File: src/tlrq_pkg.sv
// ---------------------------------------------------------------------------
// tlrq_pkg
// Codes, entry and candidate types shared by the ready queue modules.
// ---------------------------------------------------------------------------
package tlrq_pkg;

  // Command codes on the input word
  localparam logic CMD_INSERT   = 1'b0;
  localparam logic CMD_DISPATCH = 1'b1;

  // Result status codes
  localparam logic [1:0] ST_INSERTED   = 2'd0;
  localparam logic [1:0] ST_DISPATCHED = 2'd1;
  localparam logic [1:0] ST_NONE       = 2'd2;
  localparam logic [1:0] ST_FULL       = 2'd3;

  // Level codes
  localparam logic [1:0] LVL_NONE = 2'd0;
  localparam logic [1:0] LVL_1    = 2'd1;
  localparam logic [1:0] LVL_2    = 2'd2;
  localparam logic [1:0] LVL_3    = 2'd3;

  // Configuration register map
  localparam int CFG_IW = 2;
  localparam logic [CFG_IW-1:0] REG_L3_TOP = 2'd0;
  localparam logic [CFG_IW-1:0] REG_L2_TOP = 2'd1;
  localparam logic [7:0] L3_TOP_RST = 8'd49;
  localparam logic [7:0] L2_TOP_RST = 8'd99;

  // One stored thread
  typedef struct packed {
    logic [1:0]  level;
    logic [15:0] burst;
    logic [7:0]  prio;
    logic [7:0]  id;
  } entry_t;

  // Best-so-far candidates of the three levels, walked down the chain
  typedef struct packed {
    logic        found1;
    logic [15:0] burst1;
    logic [7:0]  id1;
    logic        found2;
    logic [7:0]  prio2;
    logic [7:0]  id2;
    logic        found3;
    logic [7:0]  id3;
  } cand_t;

  // Table update strobes broadcast to every cell
  typedef struct packed {
    logic ins_en;
    logic rm_en;
  } cell_ctl_t;

endpackage

File: src/tlrq_cell.sv
// ---------------------------------------------------------------------------
// tlrq_cell
// One table slot: holds an entry, takes an insert when it is the first free
// slot, shifts down from its upper neighbor on removal, and folds its entry
// into the candidate word that walks the chain one cell per cycle.
// ---------------------------------------------------------------------------
module tlrq_cell #(
  parameter int ENTRIES = 16,
  parameter int IDX     = 0,
  localparam int IW     = $clog2(ENTRIES)
) (
  input  logic                clk,
  input  logic                rst_n,
  input  tlrq_pkg::cell_ctl_t ctl_i,
  input  tlrq_pkg::entry_t    new_i,
  input  logic [IW-1:0]       rm_idx_i,
  input  logic                prv_valid_i,
  input  logic                nxt_valid_i,
  input  tlrq_pkg::entry_t    nxt_entry_i,
  output logic                valid_o,
  output tlrq_pkg::entry_t    entry_o,
  input  logic                tok_i,
  input  tlrq_pkg::cand_t     cand_i,
  input  logic [2:0][IW-1:0]  cidx_i,
  output logic                tok_o,
  output tlrq_pkg::cand_t     cand_o,
  output logic [2:0][IW-1:0]  cidx_o
);
  import tlrq_pkg::*;

  localparam logic [IW-1:0] MY_IDX = IW'(IDX);

  logic              valid_r, valid_nxt;
  entry_t            entry_r, entry_nxt;
  logic              tok_r;
  cand_t             cand_r, cand_nxt;
  logic [2:0][IW-1:0] cidx_r, cidx_nxt;
  logic              mine1, mine2, mine3;
  logic              take1, take2, take3;

  // Shift down on removal, load on insert into the first free slot
  always_comb begin
    valid_nxt = valid_r;
    entry_nxt = entry_r;
    if (ctl_i.rm_en && (MY_IDX >= rm_idx_i)) begin
      valid_nxt = nxt_valid_i;
      entry_nxt = nxt_entry_i;
    end else if (ctl_i.ins_en && !valid_r && prv_valid_i) begin
      valid_nxt = 1'b1;
      entry_nxt = new_i;
    end
  end

  always_ff @(posedge clk) begin
    if (!rst_n) begin
      valid_r <= 1'b0;
    end else begin
      valid_r <= valid_nxt;
    end
  end

  always_ff @(posedge clk) begin
    entry_r <= entry_nxt;
  end

  // Fold this entry into the incoming candidates; ties go to the lower id, level 3 keeps the earliest slot
  always_comb begin
    mine1 = valid_r && (entry_r.level == LVL_1);
    mine2 = valid_r && (entry_r.level == LVL_2);
    mine3 = valid_r && (entry_r.level == LVL_3);
    take1 = mine1 && (!cand_i.found1 || (entry_r.burst < cand_i.burst1) ||
             ((entry_r.burst == cand_i.burst1) && (entry_r.id < cand_i.id1)));
    take2 = mine2 && (!cand_i.found2 || (entry_r.prio > cand_i.prio2) ||
             ((entry_r.prio == cand_i.prio2) && (entry_r.id < cand_i.id2)));
    take3 = mine3 && !cand_i.found3;
    cand_nxt = cand_i;
    cidx_nxt = cidx_i;
    if (take1) begin
      cand_nxt.found1 = 1'b1;
      cand_nxt.burst1 = entry_r.burst;
      cand_nxt.id1    = entry_r.id;
      cidx_nxt[0]     = MY_IDX;
    end
    if (take2) begin
      cand_nxt.found2 = 1'b1;
      cand_nxt.prio2  = entry_r.prio;
      cand_nxt.id2    = entry_r.id;
      cidx_nxt[1]     = MY_IDX;
    end
    if (take3) begin
      cand_nxt.found3 = 1'b1;
      cand_nxt.id3    = entry_r.id;
      cidx_nxt[2]     = MY_IDX;
    end
  end

  // Advance the search token and its candidates to the next cell
  always_ff @(posedge clk) begin
    if (!rst_n) begin
      tok_r <= 1'b0;
    end else begin
      tok_r <= tok_i;
    end
  end

  always_ff @(posedge clk) begin
    if (tok_i) begin
      cand_r <= cand_nxt;
      cidx_r <= cidx_nxt;
    end
  end

  assign valid_o = valid_r;
  assign entry_o = entry_r;
  assign tok_o   = tok_r;
  assign cand_o  = cand_r;
  assign cidx_o  = cidx_r;

endmodule

File: src/three_level_ready_queue_core.sv
// ---------------------------------------------------------------------------
// three_level_ready_queue_core
// Three-level ready-thread table built as a row of slot cells.
//
//   channel  dir  handshake               payload
//   in_      in   in_tvalid / in_tready   tdata: id, priority, burst; tuser: cmd
//   out_     out  out_tvalid / out_tready tdata: chosen id, level; tuser: status
//   cfg_     in   cfg_valid / cfg_ready   cfg_index, cfg_data
//
// Insert: slot written at accept; the result goes to the result register, then the output register.
// Dispatch: a token walks the cell row one slot per cycle, then a single shift removes the
// chosen slot as the result is registered.
// Reset empties the table at once (valid flops) and loads limits 49 and 99.
// One result may wait in the output register while the next word is worked on;
// the one after that finishes and holds until the output register frees up.
// ---------------------------------------------------------------------------
module three_level_ready_queue_core #(
  parameter int ENTRIES = 16
) (
  input  logic                         clk,
  input  logic                         rst_n,
  input  logic                         in_tvalid,
  output logic                         in_tready,
  input  logic [31:0]                  in_tdata,   // [7:0] thread_id, [15:8] thread_priority,
                                                   // [31:16] burst_left
  input  logic [0:0]                   in_tuser,   // [0] cmd
  output logic                         out_tvalid,
  input  logic                         out_tready,
  output logic [15:0]                  out_tdata,  // [7:0] chosen_id, [9:8] chosen_level,
                                                   // [15:10] zero
  output logic [1:0]                   out_tuser,  // [1:0] status
  input  logic                         cfg_valid,
  output logic                         cfg_ready,
  input  logic [tlrq_pkg::CFG_IW-1:0]  cfg_index,
  input  logic [7:0]                   cfg_data
);
  import tlrq_pkg::*;

  localparam int IW = $clog2(ENTRIES);

  localparam logic [1:0] S_IDLE = 2'd0;
  localparam logic [1:0] S_SCAN = 2'd1;
  localparam logic [1:0] S_DONE = 2'd2;

  logic [1:0]  state_r, state_nxt;
  logic [7:0]  l3_top_r, l2_top_r;
  logic [1:0]  res_status_r, res_status_nxt;
  logic [7:0]  res_id_r, res_id_nxt;
  logic [1:0]  res_lvl_r, res_lvl_nxt;
  logic        out_valid_r, out_valid_nxt;
  logic [1:0]  out_status_r;
  logic [7:0]  out_id_r;
  logic [1:0]  out_lvl_r;
  logic        out_load;

  logic        in_acc;
  logic        cmd;
  logic [7:0]  in_id;
  logic [7:0]  in_prio;
  logic [15:0] in_burst;
  logic [1:0]  ins_lvl;
  logic        full;
  logic        scan_end;
  entry_t      new_entry;
  cell_ctl_t   ctl;
  logic [IW-1:0] rm_idx;
  logic        sel_found;
  logic [1:0]  sel_status;
  logic [7:0]  sel_id;
  logic [1:0]  sel_lvl;

  entry_t             ent_c  [ENTRIES+1];
  logic [ENTRIES:0]   vld_c;
  logic [ENTRIES-1:0] prv_c;
  logic [ENTRIES:0]   tok_c;
  cand_t              cand_c [ENTRIES+1];
  logic [2:0][IW-1:0] cidx_c [ENTRIES+1];

  // Unpack the input word
  assign cmd      = in_tuser[0];
  assign in_id    = in_tdata[7:0];
  assign in_prio  = in_tdata[15:8];
  assign in_burst = in_tdata[31:16];
  assign in_tready = (state_r == S_IDLE);
  assign in_acc    = in_tvalid && in_tready;

  // Configuration registers
  assign cfg_ready = 1'b1;
  always_ff @(posedge clk) begin
    if (!rst_n) begin
      l3_top_r <= L3_TOP_RST;
      l2_top_r <= L2_TOP_RST;
    end else if (cfg_valid && cfg_ready) begin
      unique case (cfg_index)
        REG_L3_TOP: l3_top_r <= cfg_data;
        REG_L2_TOP: l2_top_r <= cfg_data;
        default: ;
      endcase
    end
  end

  // Pick the level of an inserted thread
  always_comb begin
    if (in_prio <= l3_top_r) begin
      ins_lvl = LVL_3;
    end else if (in_prio <= l2_top_r) begin
      ins_lvl = LVL_2;
    end else begin
      ins_lvl = LVL_1;
    end
  end

  assign new_entry = '{level: ins_lvl, burst: in_burst, prio: in_prio, id: in_id};
  assign full      = vld_c[ENTRIES-1];
  assign scan_end  = (state_r == S_SCAN) && tok_c[ENTRIES];

  // Serve the first level that has a candidate
  always_comb begin
    rm_idx     = '0;
    sel_found  = 1'b1;
    sel_status = ST_DISPATCHED;
    sel_id     = 8'd0;
    sel_lvl    = LVL_NONE;
    if (cand_c[ENTRIES].found1) begin
      rm_idx  = cidx_c[ENTRIES][0];
      sel_id  = cand_c[ENTRIES].id1;
      sel_lvl = LVL_1;
    end else if (cand_c[ENTRIES].found2) begin
      rm_idx  = cidx_c[ENTRIES][1];
      sel_id  = cand_c[ENTRIES].id2;
      sel_lvl = LVL_2;
    end else if (cand_c[ENTRIES].found3) begin
      rm_idx  = cidx_c[ENTRIES][2];
      sel_id  = cand_c[ENTRIES].id3;
      sel_lvl = LVL_3;
    end else begin
      sel_found  = 1'b0;
      sel_status = ST_NONE;
    end
  end

  assign ctl.ins_en = in_acc && (cmd == CMD_INSERT) && !full;
  assign ctl.rm_en  = scan_end && sel_found;

  // Chain ends
  assign ent_c[ENTRIES] = '0;
  assign vld_c[ENTRIES] = 1'b0;
  assign prv_c          = {vld_c[ENTRIES-2:0], 1'b1};
  assign tok_c[0]       = in_acc && (cmd == CMD_DISPATCH);
  assign cand_c[0]      = '0;
  assign cidx_c[0]      = '0;

  // Row of slot cells
  for (genvar i = 0; i < ENTRIES; i++) begin : g_cell
    tlrq_cell #(
      .ENTRIES (ENTRIES),
      .IDX     (i)
    ) u_cell (
      .clk         (clk),
      .rst_n       (rst_n),
      .ctl_i       (ctl),
      .new_i       (new_entry),
      .rm_idx_i    (rm_idx),
      .prv_valid_i (prv_c[i]),
      .nxt_valid_i (vld_c[i+1]),
      .nxt_entry_i (ent_c[i+1]),
      .valid_o     (vld_c[i]),
      .entry_o     (ent_c[i]),
      .tok_i       (tok_c[i]),
      .cand_i      (cand_c[i]),
      .cidx_i      (cidx_c[i]),
      .tok_o       (tok_c[i+1]),
      .cand_o      (cand_c[i+1]),
      .cidx_o      (cidx_c[i+1])
    );
  end

  assign out_load = (state_r == S_DONE) && (!out_valid_r || out_tready);

  // Sequencer: accept, search on a dispatch, hand the result to the output register
  always_comb begin
    state_nxt      = state_r;
    res_status_nxt = res_status_r;
    res_id_nxt     = res_id_r;
    res_lvl_nxt    = res_lvl_r;
    unique case (state_r)
      S_IDLE: begin
        if (in_acc) begin
          unique case (cmd)
            CMD_INSERT: begin
              state_nxt  = S_DONE;
              res_id_nxt = 8'd0;
              if (full) begin
                res_status_nxt = ST_FULL;
                res_lvl_nxt    = LVL_NONE;
              end else begin
                res_status_nxt = ST_INSERTED;
                res_lvl_nxt    = ins_lvl;
              end
            end
            CMD_DISPATCH: begin
              state_nxt = S_SCAN;
            end
          endcase
        end
      end
      S_SCAN: begin
        if (scan_end) begin
          state_nxt      = S_DONE;
          res_status_nxt = sel_status;
          res_id_nxt     = sel_id;
          res_lvl_nxt    = sel_lvl;
        end
      end
      S_DONE: begin
        if (out_load) begin
          state_nxt = S_IDLE;
        end
      end
      default: state_nxt = S_IDLE;
    endcase
  end

  always_ff @(posedge clk) begin
    if (!rst_n) begin
      state_r <= S_IDLE;
    end else begin
      state_r <= state_nxt;
    end
  end

  always_ff @(posedge clk) begin
    res_status_r <= res_status_nxt;
    res_id_r     <= res_id_nxt;
    res_lvl_r    <= res_lvl_nxt;
  end

  // Output register: hold while stalled, load a finished result
  always_comb begin
    out_valid_nxt = out_valid_r && !out_tready;
    if (out_load) begin
      out_valid_nxt = 1'b1;
    end
  end

  always_ff @(posedge clk) begin
    if (!rst_n) begin
      out_valid_r <= 1'b0;
    end else begin
      out_valid_r <= out_valid_nxt;
    end
  end

  always_ff @(posedge clk) begin
    if (out_load) begin
      out_status_r <= res_status_r;
      out_id_r     <= res_id_r;
      out_lvl_r    <= res_lvl_r;
    end
  end

  assign out_tvalid = out_valid_r;
  assign out_tdata  = {6'd0, out_lvl_r, out_id_r};
  assign out_tuser  = out_status_r;

endmodule

File: config.mk
export PLATFORM = sky130hd
export DESIGN_NAME = three_level_ready_queue_core
export DESIGN_NICKNAME = d
export VERILOG_FILES = /design/src/tlrq_pkg.sv /design/src/tlrq_cell.sv /design/src/three_level_ready_queue_core.sv
export SDC_FILE = /design/constraint.sdc
export NUM_CORES = 2
export LEC_CHECK = 0
export BUFFER_PORTS_ARGS = -buffer_cell sky130_fd_sc_hd__buf_2
export CAP_MARGIN = 20
export CORE_MARGIN = 5
export CORE_UTILIZATION = 45
export CTS_CLUSTER_DIAMETER = 100
export CTS_CLUSTER_SIZE = 40
export DETAILED_ROUTE_END_ITERATION = 8
export SLEW_MARGIN = 15
export SYNTH_ARGS = -nofsm -noshare
export SYNTH_HDL_FRONTEND = slang
export SYNTH_SLANG_ARGS = --single-unit
File: constraint.sdc
create_clock -name clk -period 6.8 [get_ports clk]
set_input_delay 1.36 -clock clk [delete_from_list [all_inputs] [get_ports clk]]
set_output_delay 1.36 -clock clk [all_outputs]
set_load 0.1 [all_outputs]
==> results.py <==
metrics = {
    "status": {
        "outcome": "finished, final reports clean",
    },
    "clocking": {
        "cts_buffer_depth": 3,
        "cts.sink_count": 1558,
        "insertion_delay_ns": 0.73,
        "cts_buffers": 52,
        "cts_tree": "yes",
        "holdBufCountCts": 0,
        "h-tree-depth": 2,
        "clk_pin_slew_ns": 0.14,
        "ctsResizeCount": 0,
        "post_cts_buffers": 0,
        "clockRootBuffer": "clkbuf_16",
    },
    "yosys": {
        "ys_ff_latch": 1558,
        "synth-warning-count": 0,
        "syn_area_per_cell_um2": 12.7,
        "synthCells": 6277,
        "ys_async_sr_fraction_pct": 0,
        "ys_seq_area_share_pct": 57.7,
        "netlist_area_um2": 79600,
        "synth_edf_count": 1473,
        "synth.distinct_cells": 77,
        "synth-main-ff-cell": "edfxtp_1",
    },
    "drt": {
        "vias": 47900,
        "wl_met1_mm": 88.9,
        "drtAntennaViolNets": 0,
        "drt_iter0_markers": 4088,
        "top_layer_used": "met5",
        "drt-total-wl_mm": 215,
        "first_pass_iters": 5,
        "vias_per_cell": 5.54,
        "remaining_drc_errors": 0,
        "dr_wl_met2_mm": 109,
        "dr_wl_met3_mm": 8.75,
        "post_drt_wl_per_cell_um": 24.9,
    },
    "placement": {
        "hpwl_mm": 156,
        "gp_congestion": 0.851,
        "dp.cells": 8536,
        "io_buffers": 61,
        "dpl-instance-area_um2": 82600,
    },
    "timing": {
        "clock-skew-final_ns": 0.0526,
        "hold_viol_final": 0,
        "maxSlewViolCount": 0,
        "final-setup-viol-count": 0,
        "fin_crit_sh_pct": 63.0,
        "rsz0062_at_grt": "false",
        "slew_headroom_pct": 21.8,
        "clock.fmax_mhz": 234,
        "finalSetupTns_ns": 0,
        "fin_crit_ns": 4.28,
        "tightest_slew_ns": 1.17,
    },
    "critical_path": {
        "crit_top_cell": "buf_4",
        "cpMaxStageDelayCell": "nor2_4",
        "critPathLaunchType": "register",
        "crit_arrival_ns": 4.67,
        "cp.required_ns": 7.19,
        "path_class": "register to register",
        "cp-end-kind": "register",
        "crit_chain": "inv_1 -> a31oi_2 -> nor2_4 -> o21ai_4 -> buf_4 -> o21ai_2 -> buf_4",
        "critPathMaxFanout": 41,
        "critPathBufInv": 3,
        "path_delay_family": "buffers and inverters",
        "critPathMaxStageDelay_ns": 0.91,
    },
    "layout": {
        "syn_to_final_growth_pct": 6.13,
        "seqCellArea_um2": 46000,
        "fin_cells": 8641,
        "fin_nets": 6888,
        "fin_area_um2": 84500,
        "final_core_util_pct": 48.0,
        "final_cell_mix": "1473 x edfxtp_1, 979 x nand2_1, 720 x mux2_2",
        "fillers": 15600,
        "drive_gt1_share_pct": 19.0,
        "multi_input_area_um2": 30400,
        "final_common_cell": "edfxtp_1",
    },
    "floorplanning": {
        "start_util_pct": 45.2,
        "fp.dieH_um": 431,
        "coreArea_um2": 176000,
        "die_area_um2": 185000,
        "io_pins": 69,
        "fp-row-count": 154,
        "die_width_um": 431,
    },
    "job": {
        "cap_violations": 0,
    },
    "grt": {
        "grt_pass1_vias": 47900,
        "grt_max_degree": 65,
        "grt-ovfl-total": 0,
        "grt_pass1_wl_mm": 318,
        "antenna_found_initial": 10,
        "gr-usage-all-layers_pct": 22.6,
    },
    "power_and_ir_drop": {
        "seq_power_share_pct": 66.4,
        "leakage_nw": 32.9,
        "peakVddDrop_mv": 0.188,
        "internal_power_mw": 12.3,
        "power_density_nw_per_um2": 188,
        "pwr-share-clk_pct": 29.9,
        "swShare_pct": 22.4,
        "p_switching_mw": 3.56,
        "power_frac_comb_pct": 3.7,
        "power_mw": 15.8,
    },
    "worst_hold_path": {
        "holdCritPathClass": "register to register",
    },
}
[sequential cells by signal, indices dropped and copies added (netlist names)]
signal,count
g_cell.u_cell.cand_o,792
g_cell.u_cell.cidx_o,147
g_cell.u_cell.entry_o,544
g_cell.u_cell.tok_o,16
g_cell.u_cell.valid_o,16
l2_top_r,8
l3_top_r,8
out_id_r,8
out_lvl_r,2
out_tuser,2
out_tvalid,1
res_id_r,8
res_lvl_r,2
res_status_r,2
state_r,2
[Yosys cell counts (all sizes together), types with 15 or more instances]
master | instances | area, µm²
nor2b | 67 | 419
or2 | 66 | 413
nand3b | 43 | 323
ha | 586 | 7330
clkbuf | 117 | 439
edfxtp | 1473 | 44200
and2 | 97 | 607
mux2 | 875 | 10200
a31oi | 26 | 317
nand3 | 70 | 355
a211oi | 40 | 300
nand4 | 107 | 669
a21oi | 245 | 1240
nand2 | 979 | 3670
nand2b | 94 | 588
nor2 | 127 | 477
o211ai | 47 | 353
a21o | 38 | 285
buf | 114 | 781
nor3 | 50 | 255
o21a | 16 | 120
a21boi | 18 | 135
dfxtp | 85 | 1700
o21ai | 131 | 659
o311ai | 15 | 131
inv | 603 | 2260
[metal layers]
metal | global-route usage [%] | vias up
met4 | 7.03 | 6
li1 | - | 22500
met1 | 29.0 | 24000
met5 | 0 | -
met3 | 2.08 | 314
met2 | 40.7 | 1118
[cells by family after synthesis]
logic type,share of synthesized area [%]
compound gates,5.45
fa+ha+maj,9.21
flops,57.7
simple gates,10.3
mux,12.9
buf+inv,4.40
other cells,0.00944
[cell type report]
| class | instances | area share [%] |
|---|---|---|
| Clock buffer | 62 | 1.63 |
| Clock inverter | 32 | 0.504 |
| Antenna cell | 7 | 0.0207 |
| Sequential cell | 1558 | 54.4 |
| Tap cell | 2340 | 3.47 |
| Multi-Input combinational cell | 3885 | 36.0 |
| Timing Repair Buffer | 149 | 1.28 |
| Inverter | 608 | 2.70 |
[power by group through the flow]
stage | Clock, mW | Sequential [mW] | Combinational, mW
finish | 4.74 | 10.5 | 0.582
CTS | 4.84 | 10.5 | 0.584
detailed placement | 0 | 10.7 | 0.580
global placement | 0 | 10.7 | 0.569
global route | 5.17 | 10.5 | 0.623
floorplan | 0 | 10.7 | 0.319
[stage by stage]
stage | hold slack, ns | setup WS [ns]
3_5_place_dp | 0.405 | 2.06
6_report | 0.434 | 2.52
3_3_place_gp | 0.403 | 2.13
4_1_cts | 0.436 | 2.52
5_1_grt | 0.442 | 2.24
2_1_floorplan | 0.400 | 1.51
[worst paths after layout]
kind	slack [ns]	from	cells past startpoint	endpoint
worst min register to register	0.43	res_id_r[7]	0	out_id_r[7]
worst max register to register	2.52	g_cell[15].u_cell.cand_o[50]	7	g_cell[4].u_cell.entry_o[3]
worst max-delay path	2.52	g_cell[15].u_cell.cand_o[50]	7	g_cell[4].u_cell.entry_o[3]
worst min-delay path	0.43	res_id_r[7]	0	out_id_r[7]
Note: power is estimated with default switching activity, not from simulation.
